<file path="config.mk">
export PLATFORM = sky130hd
export DESIGN_NAME = fractional_knapsack_greedy_flat
export DESIGN_NICKNAME = d
export VERILOG_FILES = /design/src/rtl/fkg_pkg.sv /design/src/rtl/fkg_if.sv /design/src/rtl/fkg_div.sv /design/src/rtl/fractional_knapsack_greedy.sv /design/src/flat_wrapper.sv
export SDC_FILE = /design/constraint.sdc
export NUM_CORES = 2
export LEC_CHECK = 0
export BUFFER_PORTS_ARGS = -buffer_cell sky130_fd_sc_hd__buf_2
export CAP_MARGIN = 20
export CORE_MARGIN = 2
export CORE_UTILIZATION = 60
export CTS_CLUSTER_SIZE = 16
export DETAILED_ROUTE_END_ITERATION = 7
export HOLD_SLACK_MARGIN = 0.08
export PLACE_DENSITY = 0.83
export SLEW_MARGIN = 20
export SYNTH_ARGS = -nofsm -noshare
export SYNTH_HDL_FRONTEND = slang
export SYNTH_SLANG_ARGS = --single-unit
</file>
<file path="constraint.sdc">
create_clock -name clk -period 11.1 [get_ports clk]
set_input_delay 2.22 -clock clk [delete_from_list [all_inputs] [get_ports clk]]
set_output_delay 2.22 -clock clk [all_outputs]
set_load 0.01 [all_outputs]
</file>
<file path="src/rtl/fkg_pkg.sv">
package fkg_pkg;

  localparam int unsigned VAL_W = 16;
  localparam int unsigned WGT_W = 16;
  localparam int unsigned CAP_W = 24;
  localparam int unsigned TOT_W = 31;
  localparam int unsigned WHOLE_W = 7;

  typedef enum logic [3:0] {
    ST_LOAD,
    ST_SORT_RD,
    ST_SORT_WAIT,
    ST_SORT_CMP,
    ST_SORT_SWAP,
    ST_WALK_RD,
    ST_WALK_WAIT,
    ST_WALK_EVAL,
    ST_DIV,
    ST_OUT
  } fkg_state_t;

  typedef struct packed {
    logic [TOT_W-1:0]   total_value_q8;
    logic [WHOLE_W-1:0] whole_items_taken;
    logic               item_overflow;
  } fkg_result_t;

  typedef struct packed {
    logic [VAL_W-1:0] item_value;
    logic [WGT_W-1:0] item_weight;
    logic             last_item;
  } fkg_item_t;

endpackage

</file>
<file path="src/rtl/fkg_if.sv">
interface fkg_item_if;
  logic                valid;
  logic                ready;
  fkg_pkg::fkg_item_t  payload;
  modport source (output valid, output payload, input ready);
  modport sink (input valid, input payload, output ready);
endinterface

interface fkg_result_if;
  logic                 valid;
  logic                 ready;
  fkg_pkg::fkg_result_t payload;
  modport source (output valid, output payload, input ready);
  modport sink (input valid, input payload, output ready);
endinterface

</file>
<file path="src/rtl/fkg_div.sv">
// Restoring divider, one quotient bit per cycle.
module fkg_div #(
  parameter int unsigned NUM_W = 48,
  parameter int unsigned DEN_W = 16
) (
  input  logic             clk,
  input  logic             rst,
  input  logic             start,
  input  logic [NUM_W-1:0] num,
  input  logic [DEN_W-1:0] den,
  output logic             done,
  output logic [NUM_W-1:0] quot
);

  localparam int unsigned CNT_W = $clog2(NUM_W + 1);

  logic [NUM_W-1:0] q;
  logic [DEN_W:0]   rem;
  logic [DEN_W-1:0] d;
  logic [CNT_W-1:0] cnt;
  logic             busy;
  logic [DEN_W:0]   shifted;
  logic [DEN_W:0]   diff;

  assign shifted = {rem[DEN_W-1:0], q[NUM_W-1]};
  assign diff    = shifted - {1'b0, d};

  always_ff @(posedge clk) begin
    if (rst) begin
      busy <= 1'b0;
      done <= 1'b0;
      cnt  <= '0;
    end else begin
      done <= 1'b0;
      if (start) begin
        busy <= 1'b1;
        cnt  <= CNT_W'(NUM_W);
      end else if (busy) begin
        cnt <= cnt - 1'b1;
        if (cnt == CNT_W'(1)) begin
          busy <= 1'b0;
          done <= 1'b1;
        end
      end
    end
  end

  always_ff @(posedge clk) begin
    if (start) begin
      q   <= num;
      rem <= '0;
      d   <= den;
    end else if (busy) begin
      if (!diff[DEN_W]) begin
        rem <= diff;
        q   <= {q[NUM_W-2:0], 1'b1};
      end else begin
        rem <= shifted;
        q   <= {q[NUM_W-2:0], 1'b0};
      end
    end
  end

  assign quot = q;

endmodule

</file>
<file path="src/rtl/fractional_knapsack_greedy.sv">
// Greedy fractional knapsack. Items stream in one beat each, with the input
// ready throughout loading; the beat with last_item set starts the solve and
// the input holds ready low until the single result beat is taken. The solve
// is an exchange sort over the stored items, each pair read, waited on and
// compared through a shared 16x16 cross-product compare on a single-port
// memory, with each outer entry fetched once per pass and a swap writing both
// slots, then a walk that reads and weighs each sorted item and one restoring
// divide for the partial item.
// Items past MAX_ITEMS are dropped and reported through item_overflow.
module fractional_knapsack_greedy #(
  parameter int unsigned MAX_ITEMS = 64,
  parameter int unsigned FRAC_BITS = 8
) (
  input  logic                      clk,
  input  logic                      rst,
  input  logic                      cfg_we,
  input  logic [fkg_pkg::CAP_W-1:0] cfg_wdata,
  fkg_item_if.sink                  item,
  fkg_result_if.source              result
);

  localparam int unsigned IDX_W = $clog2(MAX_ITEMS);
  localparam int unsigned CNT_W = $clog2(MAX_ITEMS + 1);
  localparam int unsigned PRD_W = fkg_pkg::VAL_W + fkg_pkg::CAP_W;
  localparam int unsigned NUM_W = PRD_W + FRAC_BITS;
  localparam int unsigned ACC_W = fkg_pkg::TOT_W + 1;
  localparam int unsigned ENT_W = fkg_pkg::VAL_W + fkg_pkg::WGT_W;
  localparam logic [ACC_W-1:0] TOT_MAX = {1'b0, {fkg_pkg::TOT_W{1'b1}}};

  fkg_pkg::fkg_state_t state, state_next;

  logic [fkg_pkg::CAP_W-1:0] capacity;
  logic [ENT_W-1:0]          mem [MAX_ITEMS];
  logic [ENT_W-1:0]          rd_data;
  logic [ENT_W-1:0]          ent_a;
  logic [ENT_W-1:0]          ent_b;
  logic                      mem_we;
  logic [IDX_W-1:0]          mem_addr;
  logic [ENT_W-1:0]          mem_wdata;

  logic [CNT_W-1:0]          item_count;
  logic                      overflow_seen;
  logic [IDX_W-1:0]          idx_i;
  logic [IDX_W-1:0]          idx_j;
  logic                      rd_phase;
  logic                      load_a;
  logic                      swap_phase;
  logic                      cmp_lt;
  logic [31:0]               lhs;
  logic [31:0]               rhs;
  logic [fkg_pkg::CAP_W-1:0] remaining;
  logic [ACC_W-1:0]          total;
  logic [CNT_W-1:0]          whole;
  logic [PRD_W-1:0]          frac_prod;
  logic                      div_start;
  logic                      div_done;
  logic [NUM_W-1:0]          div_quot;
  logic [ACC_W-1:0]          add_val;
  logic [ACC_W:0]            sum;
  logic                      in_beat;
  logic                      cnt_full;
  logic [CNT_W-1:0]          j_next;
  logic                      res_valid;

  assign in_beat  = item.valid && item.ready;
  assign cnt_full = (item_count == CNT_W'(MAX_ITEMS));
  assign j_next   = CNT_W'(idx_j) + 1'b1;

  always_ff @(posedge clk) begin
    if (rst) capacity <= '0;
    else if (cfg_we) capacity <= cfg_wdata;
  end

  always_ff @(posedge clk) begin
    if (mem_we) mem[mem_addr] <= mem_wdata;
    rd_data <= mem[mem_addr];
  end

  // Shared compare unit: ratio(a) < ratio(b)  <=>  va*wb < vb*wa.
  always_ff @(posedge clk) begin
    lhs <= ent_a[ENT_W-1 -: fkg_pkg::VAL_W] * rd_data[fkg_pkg::WGT_W-1:0];
    rhs <= rd_data[ENT_W-1 -: fkg_pkg::VAL_W] * ent_a[fkg_pkg::WGT_W-1:0];
  end
  assign cmp_lt = lhs < rhs;

  assign frac_prod = rd_data[ENT_W-1 -: fkg_pkg::VAL_W] * remaining;

  always_comb begin
    state_next = state;
    unique case (state)
      fkg_pkg::ST_LOAD:
        if (in_beat && item.payload.last_item) begin
          if (item_count == '0 && cnt_full) state_next = fkg_pkg::ST_WALK_RD;
          else state_next = fkg_pkg::ST_SORT_RD;
        end
      fkg_pkg::ST_SORT_RD:
        if (CNT_W'(idx_i) + 1'b1 >= item_count) state_next = fkg_pkg::ST_WALK_RD;
        else if (rd_phase) state_next = fkg_pkg::ST_SORT_WAIT;
      fkg_pkg::ST_SORT_WAIT: state_next = fkg_pkg::ST_SORT_CMP;
      fkg_pkg::ST_SORT_CMP:
        if (cmp_lt) state_next = fkg_pkg::ST_SORT_SWAP;
        else state_next = fkg_pkg::ST_SORT_RD;
      fkg_pkg::ST_SORT_SWAP:
        if (swap_phase) state_next = fkg_pkg::ST_SORT_RD;
      fkg_pkg::ST_WALK_RD:
        if (CNT_W'(idx_i) >= item_count) state_next = fkg_pkg::ST_OUT;
        else state_next = fkg_pkg::ST_WALK_WAIT;
      fkg_pkg::ST_WALK_WAIT: state_next = fkg_pkg::ST_WALK_EVAL;
      fkg_pkg::ST_WALK_EVAL:
        if (rd_data[fkg_pkg::WGT_W-1:0] <= remaining) begin
          if (CNT_W'(idx_i) + 1'b1 >= item_count) state_next = fkg_pkg::ST_OUT;
          else state_next = fkg_pkg::ST_WALK_RD;
        end else begin
          state_next = fkg_pkg::ST_DIV;
        end
      fkg_pkg::ST_DIV:
        if (div_done) state_next = fkg_pkg::ST_OUT;
      fkg_pkg::ST_OUT:
        if (result.ready) state_next = fkg_pkg::ST_LOAD;
      default: state_next = fkg_pkg::ST_LOAD;
    endcase
  end

  always_comb begin
    mem_we    = 1'b0;
    mem_addr  = idx_i;
    mem_wdata = ent_a;
    item.ready = 1'b0;
    res_valid = 1'b0;
    div_start = 1'b0;
    add_val   = '0;
    unique case (state)
      fkg_pkg::ST_LOAD: begin
        item.ready = 1'b1;
        mem_addr   = item_count[IDX_W-1:0];
        mem_wdata  = {item.payload.item_value, item.payload.item_weight};
        mem_we     = item.valid && !cnt_full;
      end
      fkg_pkg::ST_SORT_RD: mem_addr = rd_phase ? idx_j : idx_i;
      fkg_pkg::ST_SORT_WAIT: mem_addr = idx_j;
      fkg_pkg::ST_SORT_CMP: mem_addr = idx_j;
      fkg_pkg::ST_SORT_SWAP: begin
        mem_we    = 1'b1;
        mem_addr  = swap_phase ? idx_j : idx_i;
        mem_wdata = swap_phase ? ent_a : ent_b;
      end
      fkg_pkg::ST_WALK_EVAL: begin
        add_val   = ACC_W'(rd_data[ENT_W-1 -: fkg_pkg::VAL_W]) << FRAC_BITS;
        div_start = rd_data[fkg_pkg::WGT_W-1:0] > remaining;
      end
      fkg_pkg::ST_DIV:
        if (div_done) begin
          if (div_quot > NUM_W'(TOT_MAX)) add_val = TOT_MAX;
          else add_val = ACC_W'(div_quot);
        end
      fkg_pkg::ST_OUT: res_valid = 1'b1;
      default: ;
    endcase
  end

  assign sum = {1'b0, total} + {1'b0, add_val};

  fkg_div #(
    .NUM_W (NUM_W),
    .DEN_W (fkg_pkg::WGT_W)
  ) u_div (
    .clk   (clk),
    .rst   (rst),
    .start (div_start),
    .num   (NUM_W'(frac_prod) << FRAC_BITS),
    .den   (rd_data[fkg_pkg::WGT_W-1:0]),
    .done  (div_done),
    .quot  (div_quot)
  );

  always_ff @(posedge clk) begin
    if (rst) begin
      state         <= fkg_pkg::ST_LOAD;
      item_count    <= '0;
      overflow_seen <= 1'b0;
    end else begin
      state <= state_next;
      if (state == fkg_pkg::ST_LOAD && in_beat) begin
        if (cnt_full) overflow_seen <= 1'b1;
        else item_count <= item_count + 1'b1;
      end
      if (state == fkg_pkg::ST_OUT && result.ready) begin
        item_count    <= '0;
        overflow_seen <= 1'b0;
      end
    end
  end

  always_ff @(posedge clk) begin
    unique case (state)
      fkg_pkg::ST_LOAD: begin
        idx_i      <= '0;
        idx_j      <= IDX_W'(1);
        rd_phase   <= 1'b0;
        load_a     <= 1'b0;
        swap_phase <= 1'b0;
        total      <= '0;
        whole      <= '0;
        remaining  <= capacity;
      end
      fkg_pkg::ST_SORT_RD: begin
        if (CNT_W'(idx_i) + 1'b1 >= item_count) begin
          idx_i <= '0;
        end else if (!rd_phase) begin
          rd_phase <= 1'b1;
          load_a   <= 1'b1;
        end else begin
          // fetch slot i only once per outer pass
          if (load_a) ent_a <= rd_data;
          load_a <= 1'b0;
        end
      end
      fkg_pkg::ST_SORT_CMP: begin
        ent_b      <= rd_data;
        swap_phase <= 1'b0;
        if (!cmp_lt) begin
          // advance to the next pair
          if (j_next >= item_count) begin
            idx_i    <= idx_i + 1'b1;
            idx_j    <= idx_i + IDX_W'(2);
            rd_phase <= 1'b0;
          end else begin
            idx_j <= IDX_W'(j_next);
          end
        end
      end
      fkg_pkg::ST_SORT_SWAP: begin
        swap_phase <= 1'b1;
        if (swap_phase) begin
          // slot i now holds the old j entry
          ent_a <= ent_b;
          if (j_next >= item_count) begin
            idx_i    <= idx_i + 1'b1;
            idx_j    <= idx_i + IDX_W'(2);
            rd_phase <= 1'b0;
          end else begin
            idx_j <= IDX_W'(j_next);
          end
        end
      end
      fkg_pkg::ST_WALK_EVAL: begin
        ent_b <= rd_data;
        if (rd_data[fkg_pkg::WGT_W-1:0] <= remaining) begin
          remaining <= remaining - fkg_pkg::CAP_W'(rd_data[fkg_pkg::WGT_W-1:0]);
          total     <= sum[ACC_W] || sum[ACC_W-1:0] > TOT_MAX ? TOT_MAX : sum[ACC_W-1:0];
          whole     <= whole + 1'b1;
          idx_i     <= idx_i + 1'b1;
        end
      end
      fkg_pkg::ST_DIV:
        if (div_done) begin
          total <= sum[ACC_W] || sum[ACC_W-1:0] > TOT_MAX ? TOT_MAX : sum[ACC_W-1:0];
        end
      default: ;
    endcase
  end

  assign result.valid                     = res_valid;
  assign result.payload.total_value_q8    = total[fkg_pkg::TOT_W-1:0];
  assign result.payload.whole_items_taken = (32'(whole) > 32'd127) ?
                                            {fkg_pkg::WHOLE_W{1'b1}} :
                                            fkg_pkg::WHOLE_W'(whole);
  assign result.payload.item_overflow     = overflow_seen;

  a_ready_only_load: assert property (@(posedge clk) disable iff (rst)
    item.ready |-> state == fkg_pkg::ST_LOAD)
    else $error("input ready outside load");
  a_count_bound: assert property (@(posedge clk) disable iff (rst)
    item_count <= CNT_W'(MAX_ITEMS))
    else $error("item count past store depth");
  a_clear_after_out: assert property (@(posedge clk) disable iff (rst)
    result.valid && result.ready |=> item_count == '0 && !overflow_seen)
    else $error("set state not cleared after result");
  a_whole_bound: assert property (@(posedge clk) disable iff (rst)
    result.valid |-> whole <= item_count)
    else $error("whole count exceeds items");

endmodule

</file>
<file path="src/flat_wrapper.sv">
// flat-port wrapper written by rule: the top's interface ports become plain ports
module fractional_knapsack_greedy_flat 
#(
  parameter int unsigned MAX_ITEMS = 64,
  parameter int unsigned FRAC_BITS = 8
)
  (clk, rst, cfg_we, cfg_wdata, item_valid, item_payload, item_ready, result_valid, result_payload, result_ready);
  fkg_item_if item_i ();
  fkg_result_if result_i ();
  input  logic clk;
  input  logic rst;
  input  logic cfg_we;
  input  logic [fkg_pkg::CAP_W-1:0] cfg_wdata;
  input wire logic [$bits(item_i.valid)-1:0] item_valid;
  input wire logic [$bits(item_i.payload)-1:0] item_payload;
  output wire logic [$bits(item_i.ready)-1:0] item_ready;
  output wire logic [$bits(result_i.valid)-1:0] result_valid;
  output wire logic [$bits(result_i.payload)-1:0] result_payload;
  input wire logic [$bits(result_i.ready)-1:0] result_ready;
  assign item_i.valid = item_valid;
  assign item_i.payload = item_payload;
  assign item_ready = item_i.ready;
  assign result_valid = result_i.valid;
  assign result_payload = result_i.payload;
  assign result_i.ready = result_ready;
  fractional_knapsack_greedy #(.MAX_ITEMS(MAX_ITEMS), .FRAC_BITS(FRAC_BITS)) u_core (.clk(clk), .rst(rst), .cfg_we(cfg_we), .cfg_wdata(cfg_wdata), .item(item_i), .result(result_i));
endmodule
</file>
==> Word-level counts from Yosys, hierarchy flattened <==
Memory sizes are Yosys's and may differ from the RTL's. A register that Yosys moved wholly into a read port is not among the register bits.
Index checks and enable logic that the tools add are counted.
{ "word_totals": {"ff_bits": 330, "ram_bits": 2048, "inputBits": 62, "elab_cells": 173, "n_memories": 1} }
{ "classes": {"add_sub_neg": 10, "multipliers": 3, "order_cmp": 8, "eq_ne": 22, "mux": 68, "bitwise": 2, "n_reduce_logical": 35} }
{ "memory_table": {"columns": ["memory", "depth", "width", "read_ports", "rd_clocked_by_memory_dff", "wr", "line", "rtl"], "rows": [
  ["u_core.mem", 64, 32, 1, 1, 1, "fractional_knapsack_greedy.sv:33", "logic [ENT_W-1:0] mem [MAX_ITEMS];"]
]} }
{ "ops": {"columns": ["operator", "count"], "rows": [
  ["$mux 32", 10],
  ["$pmux 32 s2", 3],
  ["$mux 48", 2],
  ["$pmux 32 s3", 1],
  ["$mux 6", 12],
  ["$mul 16x16->32", 2],
  ["$gt 48x31->1 const B", 1],
  ["$pmux 24 s2", 1],
  ["$mul 16x24->40", 1],
  ["$pmux 4 s10", 1],
  ["$mux 4", 9],
  ["$add 32x32->33", 1],
  ["$gt 32x31->1 const B", 1],
  ["$lt 32x32->1", 1],
  ["$pmux 6 s5", 1],
  ["$gt 16x24->1", 1],
  ["$le 16x24->1", 1],
  ["$mux 24", 1],
  ["$pmux 6 s4", 1],
  ["$sub 24x16->24", 1],
  ["$pmux 6 s3", 1],
  ["$sub 17x16->17", 1],
  ["$eq 4x3->1 const B", 4],
  ["$mux 1", 16],
  ["other kinds (37)", 74]
]} }

==> Longest topological paths before layout <==
{ "depth": {"depth_word": 10, "depth_mapped": 25, "mapped_depth_nobuf": 24} }

==> Hierarchy <==
From an unflattened synthesis, not the netlist that was laid out.
{ "unflattened": {"hier_cells": 9441, "area_unflattened_um2": 122926.6} }
{ "modules_own_cells": {"columns": ["mod", "instances", "cells_each", "area_per_inst_um2", "seq_area_each_um2"], "rows": [
  ["fractional_knapsack_greedy", 1, 9092, 118537.4, 68405.6],
  ["fkg_div", 1, 349, 4389.2, 2402.3]
]} }

==> Worst setup path before layout <==
Ideal clock, no wire load.
{ "synth_timing": {"path_type": "reg2reg", "from": "register u_core.ent_a[29]", "to": "register u_core.lhs[30]", "t_arrival_ps": 6391, "required_ps": 11028, "setup_slack_ps": 4637, "stages_incl_launch_ff": 25, "n_path_buf": 2, "synth_period_minus_slack_ps": 6463, "path_cell_list": "edfxtp_1 clkbuf_1 clkbuf_1 nand2_1 fa_1 inv_1 fa_1 inv_1 fa_1 inv_1 fa_1 inv_1 fa_1 inv_1 fa_1 ha_1 a21o_1 a211o_1 o41a_1 a211o_1 a211o_1 a21oi_1 o21bai_1 a21oi_1 xnor2_1"} }
{ "synth_via": {"elab_chain_cells": 1} }
{ "synth_lines": {"columns": ["element", "line", "rtl"], "rows": [
  ["start: declaration", "fractional_knapsack_greedy.sv:35", "logic [ENT_W-1:0] ent_a;"],
  ["start signal: assignment", "fractional_knapsack_greedy.sv:214", "if (load_a) ent_a <= rd_data;"],
  ["start signal: assignment", "fractional_knapsack_greedy.sv:236", "ent_a <= ent_b;"],
  ["$mul 16x16->32", "fractional_knapsack_greedy.sv:81", "lhs <= ent_a[ENT_W-1 -: fkg_pkg::VAL_W] * rd_data[fkg_pkg::WGT_W-1:0];"],
  ["end signal: assignment", "fractional_knapsack_greedy.sv:81", null],
  ["end: declaration", "fractional_knapsack_greedy.sv:49", "logic [31:0] lhs;"]
]} }
No other way between the ends.
A chain may end at the register's enable or synchronous reset.

==> Worst setup path after layout <==
{ "layout_timing": {"from": "register u_core.rd_data[21] (read register of u_core.mem)", "to": "register u_core.u_div.q[41] (netlist: u_core.u_div.quot[41]), data pin"} }
{ "layout_via": {"elab_chain_cells": 2} }
{ "layout_lines": {"columns": ["element", "line", "rtl"], "rows": [
  ["start: declaration", "fractional_knapsack_greedy.sv:34", "logic [ENT_W-1:0] rd_data;"],
  ["$mul 16x24->40", "fractional_knapsack_greedy.sv:86", "assign frac_prod = rd_data[ENT_W-1 -: fkg_pkg::VAL_W] * remaining;"],
  ["$mux 48", "fkg_div.sv:49", "if (start) begin"],
  ["end signal: assignment", "fkg_div.sv:50", "q <= num;"],
  ["end signal: assignment", "fkg_div.sv:56", "q <= {q[NUM_W-2:0], 1'b1};"],
  ["end signal: assignment", "fkg_div.sv:59", "q <= {q[NUM_W-2:0], 1'b0};"],
  ["end: declaration", "fkg_div.sv:17", "logic [NUM_W-1:0] q;"]
]} }
No other way between the ends.

==> run_results.csv <==
group,metric,value,unit
timing,fin_skew,0.09907,ns
worst_hold_path,hold_class,"register to register",
routing,vias,83530,
yosys,synth.top_cell.area_share,0.5527,
grt,grt_antenna_before_repair,17,
timing,hold_viol_final,0,
routing,ant_nets,0,
timing,fin_crit_sh,0.6777,
timing,setup_viol,0,
timing,holdWs,0.4925,ns
timing,fmax,132.9,MHz
setup_path,endpoint,"u_core.u_div.quot[41]",
placement,gp_congestion,0.9657,
placement,port_buffers,102,
floorplanning,io_pins,103,
run,drv_cap,0,
clock_network,cts_root_buffer,"clkbuf_16",
timing,drv_slew,0,
setup_path,crit_path_start,"u_core.rd_data[21]",
cells_and_area,drive_above_1_share,0.08413,
clock_network,hold_buffers,0,
timing,setup_ws,3.578,ns
outcome,outcome,"finished, violations left",
yosys,synth.area.top_cells,"edfxtp_1 (55%), fa_1 (11%), ha_1 (4.5%), a22oi_1 (4.4%), nand2_1 (3.4%)",
routing,drc_errors,9,
yosys,synth-seq-cells,2410,
clock_network,tritoncts,"built",
setup_path,start_kind,"register",
placement,dp.final_hpwl,216800,um
yosys,ys_warn_count,0,
routing,finalWirelength,362400,um
clock_network,cts_sinks,2410,
yosys,seq_area_frac_synth,0.5796,
grt,grt_usage,0.3491,
yosys,synth_top_area_cell,"edfxtp_1",
setup_path,path_max_fanout,43,
routing,routedWlPerCell,29.60,um
yosys,yosys-top-cells-count,"edfxtp_1 (2246), nand2_1 (1096), inv_1 (941)",
yosys,syn_inst,9398,
routing,via_per_inst,6.823,
routing,drt_pass1_iterations,8,
setup_path,worstPathArrival,8.17,ns
floorplanning,die_w,455.0,um
clock_network,clk_pin_slew,0.07,ns
timing,worst_pin_slew,1.359,ns
clock_network,post_cts_buffers,0,
grt,grt_max_degree,125,
clock_network,cts_resized,0,
floorplanning,die_h,455.0,um
cells_and_area,nets,10580,
setup_path,regToRegSetupSlack,3.58,ns
clock_network,cts-htree-levels,4,
yosys,synth_area,122000,um2
floorplanning,dieArea,207000,um2
routing,drtIter0Drc,13680,
floorplanning,core,202100,um2
setup_path,reg2reg_depth,23,
setup_path,cp-end-kind,"register",
timing,rsz0062_at_grt,"false",
placement,place_ws,3.749,ns
yosys,synthArstFlopShare,0,
yosys,syn_area_per_cell,12.98,um2
outcome,violations,"DRC",
yosys,synth_edf_count,2246,
floorplanning,start_util,0.6038,
floorplanning,rows,165,
grt,grt_overflow_total,0,
timing,maxSlewHeadroom,0.08648,
setup_path,r2r_end,"u_core.u_div.quot[41]",
clock_network,cts_buffer_depth,3,
yosys,synth_cell_types,91,
setup_path,crit_type,"register to register",
clock_network,clock_latency,0.92,ns
cells_and_area,areaGrowthSynthToFinish,9.085,%
yosys,synth-main-ff-cell,"edfxtp_1",
grt,grt_pass1_vias,84430,
clock_network,numCtsBuffers,221,
setup_path,worstReg2RegStart,"u_core.rd_data[21]",
setup_path,crit_required,11.75,ns
timing,final.setup.tns,0,ns
yosys,synthMostInstantiatedCell,"edfxtp_1",
timing,period_needed,7.522,ns
grt,grt_pass1_wl,534100,um
sequential cells by signal (all words and copies together) (netlist names), 7 cells and up:
| register | cells |
|---|---|
| u_core.mem | 2048 |
| u_core.u_div.quot | 48 |
| u_core.ent_a | 32 |
| u_core.ent_b | 32 |
| u_core.lhs | 32 |
| u_core.rd_data | 32 |
| u_core.rhs | 32 |
| u_core.total | 32 |
| u_core.capacity | 24 |
| u_core.remaining | 24 |
| u_core.u_div.d | 16 |
| u_core.u_div.rem | 16 |
| u_core.item_count | 7 |
| u_core.whole | 7 |
layout make-up:
cell class | instances | area, um2
antenna | 3 | 7.507
clock buffer | 271 | 5778
clock inverter | 140 | 1399
fill | 13260 | 69000
inverter | 943 | 3557
multi-input combinational | 5495 | 46110
sequential | 2410 | 70750
tap | 2672 | 3343
timing repair buffer | 309 | 2175
worst max-delay path, cell delays in order (launching register included):
cell      delay [ns]
dfxtp_2         1.04
nand2_1         0.17
fa_1            0.56
inv_1           0.06
fa_1            0.50
inv_1           0.06
fa_1            0.50
inv_1           0.05
fa_1            0.53
inv_1           0.05
fa_1            0.47
inv_1           0.05
fa_1            0.44
ha_1            0.36
a21o_1          0.20
a21oi_1         0.28
o21ai_0         0.18
o211ai_1        0.28
a211o_1         0.21
a31oi_1         0.14
o21ai_0         0.26
a21oi_1         0.12
or4_1           0.40
a31o_2          0.25
layer usage:
layer,global-route usage,part of all wire,up-vias
met4,0.2250,0.076,26
met5,0,0.00046,-
met2,0.5463,0.46,7445
li1,-,-,33820
met1,0.4312,0.33,40620
met3,0.09456,0.14,1618
worst min path at each step:
| stage | to | cells after the start | startpoint | slack [ns] |
|---|---|---|---|---|
| after floorplan | u_core.ent_b[25] | 0 | u_core.rd_data[25] | 0.41 |
| after global placement | u_core.overflow_seen | 2 | u_core.overflow_seen | 0.45 |
| after detailed placement | u_core.overflow_seen | 2 | u_core.overflow_seen | 0.47 |
| after CTS | u_core.overflow_seen | 2 | u_core.overflow_seen | 0.49 |
| after global routing | u_core.overflow_seen | 2 | u_core.overflow_seen | 0.50 |
| final | u_core.overflow_seen | 2 | u_core.overflow_seen | 0.49 |
cell usage in the layout (no fill, tap or decap), types with 73 or more instances in the layout:
cell / synthesis / final
nand2_1: 1096 / 1092
a41oi_1: 131 / 131
buf_4: 35 / 196
mux2i_1: 75 / 74
buf_2: 99 / 103
nand3_1: 158 / 156
xor2_1: 78 / 77
nor2_1: 270 / 198
clkbuf_16: 0 / 221
o21ai_0: 241 / 241
fa_1: 697 / 697
ha_1: 443 / 443
a21oi_1: 350 / 350
inv_1: 941 / 910
xnor2_1: 92 / 92
and2_1: 331 / 331
a21o_1: 73 / 73
a221oi_1: 79 / 79
a22oi_1: 714 / 714
edfxtp_1: 2246 / 2246
dfxtp_1: 164 / 147
cell families after synthesis:
logic type	share of synthesized area
mux	0.008367
fa+ha+maj	0.1598
flops	0.5796
compound gates	0.1124
xor+xnor	0.01220
buf+inv	0.04813
other cells	0.00003073
simple gates	0.07951
metrics by stage:
step                      cell area (um2)  instances    util
after floorplan                    122000       9399       -
after global placement             125800      11820  0.6225
after detailed placement           125800      11830  0.6226
after CTS                          133000      12240  0.6581
after global routing               133100      12240  0.6586
final                              133100      12240  0.6586
Power is not shown: default switching activity piles up to over one toggle a cycle in this logic, so the estimate is an artifact.
